**config.mk**
```make
export PLATFORM = sky130hd
export DESIGN_NAME = command_frame_builder_crc16_top_flat
export DESIGN_NICKNAME = d
export VERILOG_FILES = /design/src/rtl/cfb_pkg.sv /design/src/rtl/cfb_if.sv /design/src/rtl/command_frame_builder_crc16_top.sv /design/src/rtl/cfb_front.sv /design/src/rtl/cfb_queue.sv /design/src/rtl/cfb_serializer.sv /design/src/flat_wrapper.sv
export SDC_FILE = /design/constraint.sdc
export NUM_CORES = 1
export LEC_CHECK = 0
export BUFFER_PORTS_ARGS = -buffer_cell sky130_fd_sc_hd__buf_2
export CELL_PAD_IN_SITES_DETAIL_PLACEMENT = 0
export CELL_PAD_IN_SITES_GLOBAL_PLACEMENT = 1
export CORE_ASPECT_RATIO = 1.25
export CORE_UTILIZATION = 49
export CTS_BUF_LIST = sky130_fd_sc_hd__clkbuf_8 sky130_fd_sc_hd__clkbuf_16
export DETAILED_ROUTE_END_ITERATION = 10
export PLACE_DENSITY = 0.83
export SLEW_MARGIN = 20
export SYNTH_ARGS = -nofsm -noshare
export SYNTH_HDL_FRONTEND = slang
export SYNTH_SLANG_ARGS = --single-unit
```
**constraint.sdc**
```tcl
create_clock -name clk -period 51.3 [get_ports clk]
set_input_delay 2.565 -clock clk [delete_from_list [all_inputs] [get_ports clk]]
set_output_delay 2.565 -clock clk [all_outputs]
set_load 0.02 [all_outputs]
```
**src/rtl/cfb_pkg.sv**
```systemverilog
// ----------------------------------------------------------------------------
// cfb_pkg: shared types and constants of the command frame builder
// Frame kinds, command codes, payload lengths, the frame descriptor passed
// from the front end to the serializer, and the CRC-16 byte update.
// ----------------------------------------------------------------------------
`default_nettype none

package cfb_pkg;

  // Frame kinds as they arrive in the cmd field.
  typedef enum logic [2:0] {
    CMD_MASK     = 3'd0,
    CMD_VEL2     = 3'd1,
    CMD_VEL3     = 3'd2,
    CMD_SPD_STR  = 3'd3,
    CMD_THR_STR  = 3'd4,
    CMD_STATUS   = 3'd5,
    CMD_LIGHTS   = 3'd6,
    CMD_HEARTBT  = 3'd7
  } cmd_t;

  // Command codes placed fourth in the frame.
  localparam logic [7:0] CODE_MASK    = 8'h26;
  localparam logic [7:0] CODE_VEL2    = 8'h0F;
  localparam logic [7:0] CODE_VEL3    = 8'h0E;
  localparam logic [7:0] CODE_STEER   = 8'h0C;
  localparam logic [7:0] CODE_STATUS  = 8'h04;
  localparam logic [7:0] CODE_LIGHTS  = 8'h15;
  localparam logic [7:0] CODE_HEARTBT = 8'h70;

  // Payload lengths in bytes.
  localparam logic [7:0] LEN_SHORT = 8'h08;
  localparam logic [7:0] LEN_VEL3  = 8'h0C;
  localparam logic [7:0] LEN_STEER = 8'h11;

  localparam logic [7:0] HDR_SYNC0 = 8'hFF;
  localparam logic [7:0] HDR_SYNC1 = 8'hAA;
  localparam int         HDR_BYTES = 6;

  localparam logic [15:0] CRC_INIT = 16'hFFFF;
  localparam logic [15:0] CRC_POLY = 16'hA001;

  // Largest payload and largest frame body ahead of the CRC.
  localparam int PAYLOAD_MAX = 17;
  localparam int DATA_MAX    = HDR_BYTES + PAYLOAD_MAX;
  localparam int COUNT_W     = $clog2(DATA_MAX + 1);

  // Depth of the queue between front end and serializer.
  localparam int QUEUE_DEPTH = 2;

  // One frame body, byte 0 in bits 7..0, plus its byte count.
  typedef struct packed {
    logic [DATA_MAX*8-1:0] bytes;
    logic [COUNT_W-1:0]    count;
  } frame_desc_t;

  // CRC-16 update over one byte, LSB first, reflected polynomial.
  function automatic logic [15:0] crc16_byte(input logic [15:0] crc_in,
                                             input logic [7:0]  data);
    logic [15:0] c;
    c = crc_in ^ {8'h00, data};
    for (int b = 0; b < 8; b++) begin
      if (c[0]) begin
        c = (c >> 1) ^ CRC_POLY;
      end else begin
        c = c >> 1;
      end
    end
    return c;
  endfunction

endpackage

`default_nettype wire

```
**src/rtl/cfb_if.sv**
```systemverilog
// ----------------------------------------------------------------------------
// cfb_if: stream interfaces of the command frame builder
// cfb_req_if carries command requests, cfb_byte_if carries frame bytes.
// ----------------------------------------------------------------------------
`default_nettype none

interface cfb_req_if;
  logic               valid;
  logic               ready;
  logic [2:0]         cmd;
  logic [7:0]         mode_byte;
  logic [7:0]         motor_byte;
  logic [31:0]        mask_bits;
  logic signed [31:0] value_a;
  logic signed [31:0] value_b;
  logic signed [31:0] value_c;
  logic [15:0]        throttle_value;
  logic [15:0]        brake_value;

  modport source (output valid, cmd, mode_byte, motor_byte, mask_bits, value_a,
                  value_b, value_c, throttle_value, brake_value, input ready);
  modport sink   (input valid, cmd, mode_byte, motor_byte, mask_bits, value_a,
                  value_b, value_c, throttle_value, brake_value, output ready);
endinterface

interface cfb_byte_if;
  logic       valid;
  logic       ready;
  logic [7:0] frame_byte;
  logic       last_byte;

  modport source (output valid, frame_byte, last_byte, input ready);
  modport sink   (input valid, frame_byte, last_byte, output ready);
endinterface

`default_nettype wire

```
**src/rtl/command_frame_builder_crc16_top.sv**
```systemverilog
// ----------------------------------------------------------------------------
// command_frame_builder_crc16_top: serial command framer with CRC-16
// Turns command requests into serial frames emitted one byte per transaction.
// ----------------------------------------------------------------------------
// Each accepted request on req produces one frame on frm: FF, AA, the device
// address, the command code, the 16-bit payload length low byte first, the
// payload with multi-byte words low byte first, and a CRC-16 (init FFFF,
// reflected polynomial A001) of all preceding bytes, sent low byte first with
// last_byte set on its final byte. Frames are 16, 20 or 25 bytes long. The
// serializer sends one byte per clock when frm is ready, and passes through
// its idle state between frames to fetch the next frame from the queue. The
// front end assembles a frame in the cycle its request is accepted and
// stores it in a two-entry queue, so up to two requests are taken while a
// frame is still going out. The device address register resets to 7F and
// is written through cfg_wr_en and cfg_wr_data; it should only be changed
// while no frame is pending.
`default_nettype none

module command_frame_builder_crc16_top (
  input  logic       clk,
  input  logic       rst,
  cfb_req_if.sink    req,
  cfb_byte_if.source frm,
  input  logic       cfg_wr_en,
  input  logic [7:0] cfg_wr_data
);
  import cfb_pkg::*;

  logic [7:0]  device_address;
  logic        push;
  logic        pop;
  logic        queue_full;
  logic        queue_empty;
  frame_desc_t push_desc;
  frame_desc_t pop_desc;

  // Address byte placed third in every frame.
  always_ff @(posedge clk) begin
    if (rst) begin
      device_address <= 8'h7F;
    end else if (cfg_wr_en) begin
      device_address <= cfg_wr_data;
    end
  end

  // Front end: accepts a request and lays out the frame body.
  cfb_front u_front (
    .req            (req),
    .device_address (device_address),
    .queue_full     (queue_full),
    .push           (push),
    .desc           (push_desc)
  );

  // Queue decoupling request acceptance from byte output.
  cfb_queue u_queue (
    .clk       (clk),
    .rst       (rst),
    .push      (push),
    .push_desc (push_desc),
    .pop       (pop),
    .pop_desc  (pop_desc),
    .full      (queue_full),
    .empty     (queue_empty)
  );

  // Back end: streams the bytes and appends the CRC.
  cfb_serializer u_serializer (
    .clk         (clk),
    .rst         (rst),
    .queue_empty (queue_empty),
    .desc        (pop_desc),
    .pop         (pop),
    .frm         (frm)
  );

endmodule

`default_nettype wire

```
**src/rtl/cfb_front.sv**
```systemverilog
// ----------------------------------------------------------------------------
// cfb_front: request acceptance and frame assembly
// Classifies each request by kind and lays out the frame body ahead of the CRC.
// ----------------------------------------------------------------------------
`default_nettype none

module cfb_front (
  cfb_req_if.sink             req,
  input  logic [7:0]          device_address,
  input  logic                queue_full,
  output logic                push,
  output cfb_pkg::frame_desc_t desc
);
  import cfb_pkg::*;

  localparam int PL_W = PAYLOAD_MAX * 8;

  logic [7:0]      code;
  logic [7:0]      len;
  logic [PL_W-1:0] payload;

  assign req.ready = !queue_full;
  assign push      = req.valid && !queue_full;

  always_comb begin
    unique case (cmd_t'(req.cmd))
      CMD_MASK: begin
        code    = CODE_MASK;
        len     = LEN_SHORT;
        payload = PL_W'({32'hFFFF_FFFF, req.mask_bits});
      end
      CMD_VEL2: begin
        code    = CODE_VEL2;
        len     = LEN_SHORT;
        payload = PL_W'({req.value_b, req.value_a});
      end
      CMD_VEL3: begin
        code    = CODE_VEL3;
        len     = LEN_VEL3;
        payload = PL_W'({req.value_c, req.value_b, req.value_a});
      end
      CMD_SPD_STR: begin
        code    = CODE_STEER;
        len     = LEN_STEER;
        payload = {req.value_c, req.value_b, req.value_a, 32'h0, req.mode_byte};
      end
      CMD_THR_STR: begin
        code    = CODE_STEER;
        len     = LEN_STEER;
        payload = {req.value_c, req.value_b, req.value_a, req.brake_value,
                   req.throttle_value, req.mode_byte};
      end
      CMD_STATUS: begin
        code    = CODE_STATUS;
        len     = LEN_SHORT;
        payload = PL_W'({40'h0, req.motor_byte, 8'hFF, req.mode_byte});
      end
      CMD_LIGHTS: begin
        code    = CODE_LIGHTS;
        len     = LEN_SHORT;
        payload = PL_W'({req.value_b, req.value_a});
      end
      CMD_HEARTBT: begin
        code    = CODE_HEARTBT;
        len     = LEN_SHORT;
        payload = '0;
      end
    endcase
  end

  // Byte 0 of the frame sits in the low bits; the length goes low byte first.
  assign desc.bytes = {payload, 8'h00, len, code, device_address, HDR_SYNC1, HDR_SYNC0};
  assign desc.count = COUNT_W'(HDR_BYTES) + COUNT_W'(len);

endmodule

`default_nettype wire

```
**src/rtl/cfb_queue.sv**
```systemverilog
// ----------------------------------------------------------------------------
// cfb_queue: frame descriptor queue
// A short first-in first-out buffer between the front end and the serializer.
// ----------------------------------------------------------------------------
`default_nettype none

module cfb_queue (
  input  logic                 clk,
  input  logic                 rst,
  input  logic                 push,
  input  cfb_pkg::frame_desc_t push_desc,
  input  logic                 pop,
  output cfb_pkg::frame_desc_t pop_desc,
  output logic                 full,
  output logic                 empty
);
  import cfb_pkg::*;

  localparam int AW = (QUEUE_DEPTH > 1) ? $clog2(QUEUE_DEPTH) : 1;
  localparam int CW = $clog2(QUEUE_DEPTH + 1);

  frame_desc_t     entries [QUEUE_DEPTH];
  logic [AW-1:0]   wr_ptr;
  logic [AW-1:0]   rd_ptr;
  logic [CW-1:0]   fill;

  assign full     = (fill == CW'(QUEUE_DEPTH));
  assign empty    = (fill == '0);
  assign pop_desc = entries[rd_ptr];

  always_ff @(posedge clk) begin
    if (push) begin
      entries[wr_ptr] <= push_desc;
    end
  end

  always_ff @(posedge clk) begin
    if (rst) begin
      wr_ptr <= '0;
      rd_ptr <= '0;
      fill   <= '0;
    end else begin
      if (push) begin
        wr_ptr <= (wr_ptr == AW'(QUEUE_DEPTH - 1)) ? '0 : wr_ptr + 1'b1;
      end
      if (pop) begin
        rd_ptr <= (rd_ptr == AW'(QUEUE_DEPTH - 1)) ? '0 : rd_ptr + 1'b1;
      end
      if (push && !pop) begin
        fill <= fill + 1'b1;
      end else if (pop && !push) begin
        fill <= fill - 1'b1;
      end
    end
  end

endmodule

`default_nettype wire

```
**src/rtl/cfb_serializer.sv**
```systemverilog
// ----------------------------------------------------------------------------
// cfb_serializer: byte serializer with CRC-16
// Sends a frame body one byte per transaction, then the CRC low and high bytes.
// ----------------------------------------------------------------------------
`default_nettype none

module cfb_serializer (
  input  logic                 clk,
  input  logic                 rst,
  input  logic                 queue_empty,
  input  cfb_pkg::frame_desc_t desc,
  output logic                 pop,
  cfb_byte_if.source           frm
);
  import cfb_pkg::*;

  typedef enum logic [1:0] {
    ST_IDLE,
    ST_DATA,
    ST_CRC_LO,
    ST_CRC_HI
  } state_t;

  state_t                state;
  logic [DATA_MAX*8-1:0] shreg;
  logic [COUNT_W-1:0]    remaining;
  logic [15:0]           crc;
  logic                  out_valid;
  logic [7:0]            out_byte;
  logic                  out_last;
  logic                  advance;

  // The output register can take a new byte when empty or being drained.
  assign advance = !out_valid || frm.ready;
  assign pop     = (state == ST_IDLE) && !queue_empty;

  assign frm.valid      = out_valid;
  assign frm.frame_byte = out_byte;
  assign frm.last_byte  = out_last;

  always_ff @(posedge clk) begin
    if (rst) begin
      state     <= ST_IDLE;
      out_valid <= 1'b0;
    end else begin
      if (out_valid && frm.ready) begin
        out_valid <= 1'b0;
      end
      unique case (state)
        ST_IDLE: begin
          if (!queue_empty) begin
            shreg     <= desc.bytes;
            remaining <= desc.count;
            crc       <= CRC_INIT;
            state     <= ST_DATA;
          end
        end
        ST_DATA: begin
          if (advance) begin
            out_valid <= 1'b1;
            out_byte  <= shreg[7:0];
            out_last  <= 1'b0;
            crc       <= crc16_byte(crc, shreg[7:0]);
            shreg     <= shreg >> 8;
            remaining <= remaining - 1'b1;
            if (remaining == COUNT_W'(1)) begin
              state <= ST_CRC_LO;
            end
          end
        end
        ST_CRC_LO: begin
          if (advance) begin
            out_valid <= 1'b1;
            out_byte  <= crc[7:0];
            out_last  <= 1'b0;
            state     <= ST_CRC_HI;
          end
        end
        ST_CRC_HI: begin
          if (advance) begin
            out_valid <= 1'b1;
            out_byte  <= crc[15:8];
            out_last  <= 1'b1;
            state     <= ST_IDLE;
          end
        end
      endcase
    end
  end

endmodule

`default_nettype wire

```
**src/flat_wrapper.sv**
```systemverilog
// flat-port wrapper written by rule: the top's interface ports become plain ports
module command_frame_builder_crc16_top_flat import cfb_pkg::*;
  (clk, rst, cfg_wr_en, cfg_wr_data, req_valid, req_cmd, req_mode_byte, req_motor_byte, req_mask_bits, req_value_a, req_value_b, req_value_c, req_throttle_value, req_brake_value, req_ready, frm_valid, frm_frame_byte, frm_last_byte, frm_ready);
  cfb_req_if req_i ();
  cfb_byte_if frm_i ();
  input  logic clk;
  input  logic rst;
  input  logic cfg_wr_en;
  input  logic [7:0] cfg_wr_data;
  input wire logic [$bits(req_i.valid)-1:0] req_valid;
  input wire logic [$bits(req_i.cmd)-1:0] req_cmd;
  input wire logic [$bits(req_i.mode_byte)-1:0] req_mode_byte;
  input wire logic [$bits(req_i.motor_byte)-1:0] req_motor_byte;
  input wire logic [$bits(req_i.mask_bits)-1:0] req_mask_bits;
  input wire logic [$bits(req_i.value_a)-1:0] req_value_a;
  input wire logic [$bits(req_i.value_b)-1:0] req_value_b;
  input wire logic [$bits(req_i.value_c)-1:0] req_value_c;
  input wire logic [$bits(req_i.throttle_value)-1:0] req_throttle_value;
  input wire logic [$bits(req_i.brake_value)-1:0] req_brake_value;
  output wire logic [$bits(req_i.ready)-1:0] req_ready;
  output wire logic [$bits(frm_i.valid)-1:0] frm_valid;
  output wire logic [$bits(frm_i.frame_byte)-1:0] frm_frame_byte;
  output wire logic [$bits(frm_i.last_byte)-1:0] frm_last_byte;
  input wire logic [$bits(frm_i.ready)-1:0] frm_ready;
  assign req_i.valid = req_valid;
  assign req_i.cmd = req_cmd;
  assign req_i.mode_byte = req_mode_byte;
  assign req_i.motor_byte = req_motor_byte;
  assign req_i.mask_bits = req_mask_bits;
  assign req_i.value_a = req_value_a;
  assign req_i.value_b = req_value_b;
  assign req_i.value_c = req_value_c;
  assign req_i.throttle_value = req_throttle_value;
  assign req_i.brake_value = req_brake_value;
  assign req_ready = req_i.ready;
  assign frm_valid = frm_i.valid;
  assign frm_frame_byte = frm_i.frame_byte;
  assign frm_last_byte = frm_i.last_byte;
  assign frm_i.ready = frm_ready;
  command_frame_builder_crc16_top u_core (.clk(clk), .rst(rst), .req(req_i), .frm(frm_i), .cfg_wr_en(cfg_wr_en), .cfg_wr_data(cfg_wr_data));
endmodule
```
After elaboration in Yosys (flattened, before gate mapping)
Memory sizes are Yosys's and may differ from the RTL's. A register that Yosys moved wholly into a read port is not among the register bits.
Index checks and enable logic that the tools add are counted.
{ "op_classes": {"eq_ne": 18, "muxes": 65, "reduce_logical": 27, "addsub": 6, "bitwise_logic": 10} }
{ "ops": {"columns": ["cell", "n"], "rows": [
  ["$pmux W136 S7", 1],
  ["$mux W16", 31],
  ["$mux W184", 2],
  ["$pmux W184 S2", 1],
  ["$pmux W8 S7", 1],
  ["$pmux W8 S3", 2],
  ["$pmux W16 S2", 1],
  ["$mux W8", 3],
  ["$not A2 Y3", 8],
  ["$xor A16 B8 Y16", 1],
  ["$mux W2", 7],
  ["$eq A3 B3 Y1 const B", 4],
  ["$mux W1", 11],
  ["$mux W5", 2],
  ["$ne A2 B2 Y1 const B", 5],
  ["$pmux W5 S2", 1],
  ["$reduce_and A5 Y1", 2],
  ["$pmux W2 S4", 1],
  ["$reduce_and A4 Y1", 2],
  ["$eq A2 B2 Y1 const B", 3],
  ["$eq A3 B2 Y1 const B", 2],
  ["$reduce_bool A2 Y1", 3],
  ["$reduce_or A2 Y1", 3],
  ["$add A3 B5 Y5 const A", 1],
  ["18 further kinds", 28]
]} }
{ "totals": {"ff_bits": 229, "input_bits": 192, "output_inout_bits": 11, "word_cells": 138, "n_memories": 1, "ram_bits": 330} }
{ "memory_table": {"columns": ["memory", "depth", "word_bits", "read_ports", "rd_ports_with_merged_regs", "write_ports", "line_no", "rtl"], "rows": [
  ["u_core.u_queue.entries", 2, 165, 1, 1, 1, "cfb_queue.sv:22", "frame_desc_t entries [QUEUE_DEPTH];"]
]} }

Logic depth before layout (Yosys ltp)
{ "logic_depth": {"ltp_word": 40, "mapped_depth": 8} }

Hierarchy
From an unflattened synthesis, not the netlist that was laid out.
{ "unflattened": {"hier_cells": 1702, "hier_area_um2": 27383.8} }
{ "by_module_without_submodules": {"columns": ["module", "area_per_inst_um2", "instances", "cells_each", "seq_area_each_um2"], "rows": [
  ["cfb_queue", 14252.4, 1, 610, 11451.0],
  ["cfb_serializer", 9325.2, 1, 532, 6486.2],
  ["cfb_front", 3502.1, 1, 534, 0.0],
  ["command_frame_builder_crc16_top", 304.0, 1, 26, 160.2]
]} }

Worst setup path after synthesis
Ideal clock, no wire load.
{ "synth_path": {"path_type": "input-to-reg", "from": "input port rst", "to": "register u_core.u_serializer.crc[0], enable pin", "setup_slack_ns": 15.065, "n_path_buf": 1, "arrival_time_ns": 34.379, "stages": 2, "setup_ns": 1.856, "cell_sequence": "clkbuf_1 -> a2111oi_0"} }
{ "synth_via": {"elab_chain_len": 2} }
{ "synth_lines": {"columns": ["element", "line_no", "rtl"], "rows": [
  ["start, declared", "flat_wrapper.sv:7", "input logic rst;"],
  ["$not A1 Y1 (no line)", null, null],
  ["$reduce_and A4 Y1 (no line)", null, null],
  ["end signal, assigned", "cfb_serializer.sv:63", "crc <= crc16_byte(crc, shreg[7:0]);"],
  ["end, declared", "cfb_serializer.sv:27", "logic [15:0] crc;"]
]} }
No other way between the ends.
A chain may end at the register's enable or synchronous reset.

==> metrics <==
fin crit share=0.0961; r2r startpoint=u_core.u_serializer.state[1]$_SDFFE_PP0P_; WP data required=around 52 ns; post-synthesis xor/xnor area fraction=0.0134; Initial DRC Count=1280; worst slew pin tran=roughly 1.1 ns; HPWL Detailed=approximately 36 mm; Clock Tree Buf Depth=3; Pint=971 uW; clock latency on the worst-skew pair=~0.60 ns; most frequent cells in the layout=528 x edfxtp_1, 312 x o21ai_0, 270 x nand2_1, 214 x mux2i_1, 201 x buf_2; post-CTS sizing=0; simple-gate share of the synthesized area=0.0801; crit end category=register; CTS Sinks=~540; I/O pins=approximately 200; Pins Over Slew Limit=0; CTS Buf Count=~50; Final Hold Fails=0; Syn-to-layout area delta=13.5%; Synth Net Count=approximately 2000; PwrDens=between 50 and 60 nW/um^2; initial core utilization=0.496; Worst-path clk slew=roughly 0.060 ns; # setup viols final=0; drt pass-1 iters=5; # Post-CTS Setup Buffers=0; VDD IR max=0.0327 mV; mapped cell area=approximately 23000 sq um; Core Footprint=between 40000 and 50000 sq um; post-synthesis mux area share=0.0915; Worst setup SP type=input port; slew margin rel.=0.261; Fin Setup TNS=0 ns; switching power=approximately 420 uW; Final nets=approximately 2100; Post-Synthesis Cells=approximately 1800; Final min period=around 4.9 ns; Synth Area in Adders=0.00374; CTS tree=done; synthesized flop and latch total=between 500 and 600; RSZ-0062 raised after global routing=false; Critical Path Fanout Max=56; Sw Share=0.301; die height=around 250 um; Reg power frac=0.510; Post-Route WL=56.6 mm; skew final=0.0201 ns; Static Leak=slightly above 9 nW; Place WS=45.77 ns; Worst Setup SP=req_cmd[0]; Setup WS post-layout=46.37 ns; post-route ant nets=0; r2r endpoint=u_core.u_serializer.shreg[176]$_SDFFCE_PP0P_; compound-gate portion of the synthesized area=0.0977; overflow left after global routing=0; Gate power share=0.232; share of cells above drive strength 1=0.152; Min Hold Slack=0.480 ns; DR WL/cell=about 22 um; Root Driver=clkbuf_16; initial antenna violation count=6; status=complete, no violations; Mapped Avg Cell Area=~13 sq um; type of the worst setup path=in2reg; register area share after synthesis=0.691; drc violations=0; DR vias=about 15000; global-route wire length before repair=between 80 and 90 mm; cell row count=approximately 90; commonest non-fill, non-tap cell in the layout=edfxtp_1; total track usage=0.235; fill cell count=3867; CTS H-tree depth=2; Die Wd=about 200 um; worst r2r path cells=6; die area=a little under 50000 sq um; R2R Setup Slk=between 40 and 50 ns; Hold Buf Count CTS=0; RePlAce Congestion=~0.84; power share of the clock group=0.258; largest net degree at the start of global routing=201; library cells used by synthesis=36; I/O Buffers=~200; main combinational cell family by area after synthesis=compound AO/OA/AOI/OAI gates; vias in the first global route=14400; Critical Path Sink=u_core.u_queue.entries[1][121]$_DFFE_PP_; Vias per Instance=roughly 5.6; worst hold path type=reg2reg; Yosys warning total=0; FMAX=roughly 200 MHz; CP arrival=around 5.2 ns; max-cap violation count=0
[final cells by class]
cell class	instances	area, sq um	area share
flip-flops and latches	544	16200	0.609
multi-input cells	1102	6750	0.254
clock buffers	51	1280	0.0480
repair buffers	220	1170	0.0442
well taps	637	797	0.0300
clock inverters	42	297	0.0112
inverters	22	82.6	0.00311
diodes	6	15.0	0.000565
[state kept, by name (all words and copies together) (netlist names), named ones only]
register,flops
u_core.device_address,8
u_core.u_queue.entries,314
u_core.u_queue.fill,2
u_core.u_queue.rd_ptr,1
u_core.u_queue.wr_ptr,1
u_core.u_serializer.crc,16
u_core.u_serializer.frm.frame_byte,8
u_core.u_serializer.frm.last_byte,1
u_core.u_serializer.frm.valid,1
u_core.u_serializer.remaining,5
u_core.u_serializer.shreg,184
u_core.u_serializer.state,2
[how the worst min path moves through the flow]
stage	slack, ns	endpoint	startpoint	cells after the start
final	0.48	u_core.u_queue.entries[1][6]$_DFFE_PP_	u_core.device_address[1]$_SDFFE_PP1P_	0
after CTS	0.48	u_core.u_queue.entries[1][7]$_DFFE_PP_	u_core.device_address[2]$_SDFFE_PP1P_	0
after detailed placement	0.47	u_core.u_queue.entries[1][9]$_DFFE_PP_	u_core.device_address[4]$_SDFFE_PP1P_	0
after global routing	0.49	u_core.u_queue.entries[1][6]$_DFFE_PP_	u_core.device_address[1]$_SDFFE_PP1P_	0
after global placement	0.45	u_core.u_queue.entries[1][9]$_DFFE_PP_	u_core.device_address[4]$_SDFFE_PP1P_	0
after floorplan	0.42	u_core.u_queue.entries[0][10]$_DFFE_PP_	u_core.device_address[5]$_SDFFE_PP1P_	0
[metrics by stage]
step | total power [mW] | utilization | std cells | area (sq um)
5_1_grt | 1.46 | 0.562 | 2618 | 26600
4_1_cts | 1.40 | 0.562 | 2618 | 26600
3_5_place_dp | 1.04 | 0.529 | 2525 | 25000
3_3_place_gp | 1.03 | 0.529 | 2525 | 25000
6_report | 1.39 | 0.563 | 2624 | 26600
2_1_floorplan | 1.02 | - | 1786 | 23400
[per-layer routing]
| metal | track usage | part of all wire | vias up | routed length (um) |
|---|---|---|---|---|
| met5 | 0 | 0.00053 | - | 30 |
| met3 | 0.0344 | 0.060 | 119 | 3410 |
| li1 | - | - | 6855 | - |
| met1 | 0.309 | 0.41 | 7223 | 23200 |
| met4 | 0.0985 | 0.040 | 4 | 2280 |
| met2 | 0.390 | 0.49 | 537 | 27700 |
[power by group through the flow]
stage	logic (mW)	registers [mW]	clock network, mW
floorplan	0.228	0.792	0
global placement	0.319	0.713	0
detailed placement	0.326	0.716	0
CTS	0.327	0.709	0.365
global route	0.359	0.719	0.379
finish	0.323	0.708	0.358
[cell families after synthesis]
logic type      Yosys count
flops                   544
mux                     214
compound gates          427
buf+inv                 140
fa+ha+maj                 7
xor+xnor                 29
simple gates            425
[critical path, stage by stage]
cell and delay, ns:
buf_4 0.49, buf_4 0.80, or2_2 0.66, nor2_2 0.05
buf_4 0.28, nand2_1 0.10, o21ai_0 0.13
[synth_stat cells]
cell type | count | area share
dfxtp_1 | 16 | 0.014
o21ai_0 | 313 | 0.067
clkbuf_1 | 103 | 0.017
ha_1 | 7 | 0.0037
xor3_1 | 2 | 0.0020
a211oi_1 | 3 | 0.00096
or3_1 | 1 | 0.00027
nor3_1 | 3 | 0.00064
xnor3_1 | 1 | 0.00096
a22o_1 | 16 | 0.0060
nand2_1 | 271 | 0.043
a22oi_1 | 8 | 0.0026
nor3b_1 | 1 | 0.00032
o31a_1 | 1 | 0.00037
inv_1 | 21 | 0.0034
xor2_1 | 9 | 0.0034
buf_2 | 4 | 0.00086
xor2_2 | 1 | 0.00069
a21boi_0 | 8 | 0.0026
and2_1 | 58 | 0.015
xnor2_1 | 15 | 0.0056
and3_1 | 1 | 0.00027
mux2i_1 | 214 | 0.091
inv_2 | 1 | 0.00016
nand2b_1 | 36 | 0.0096
nor2b_1 | 10 | 0.0027
or2_2 | 1 | 0.00027
a2111oi_0 | 1 | 0.00037
o22ai_1 | 8 | 0.0021
a211o_1 | 7 | 0.0026
nand3b_1 | 1 | 0.00032
xnor2_2 | 1 | 0.00069
a21oi_1 | 62 | 0.013
edfxtp_1 | 528 | 0.68
nor2_1 | 42 | 0.0067
buf_1 | 11 | 0.0018
Power figures use the tool's default switching activity.
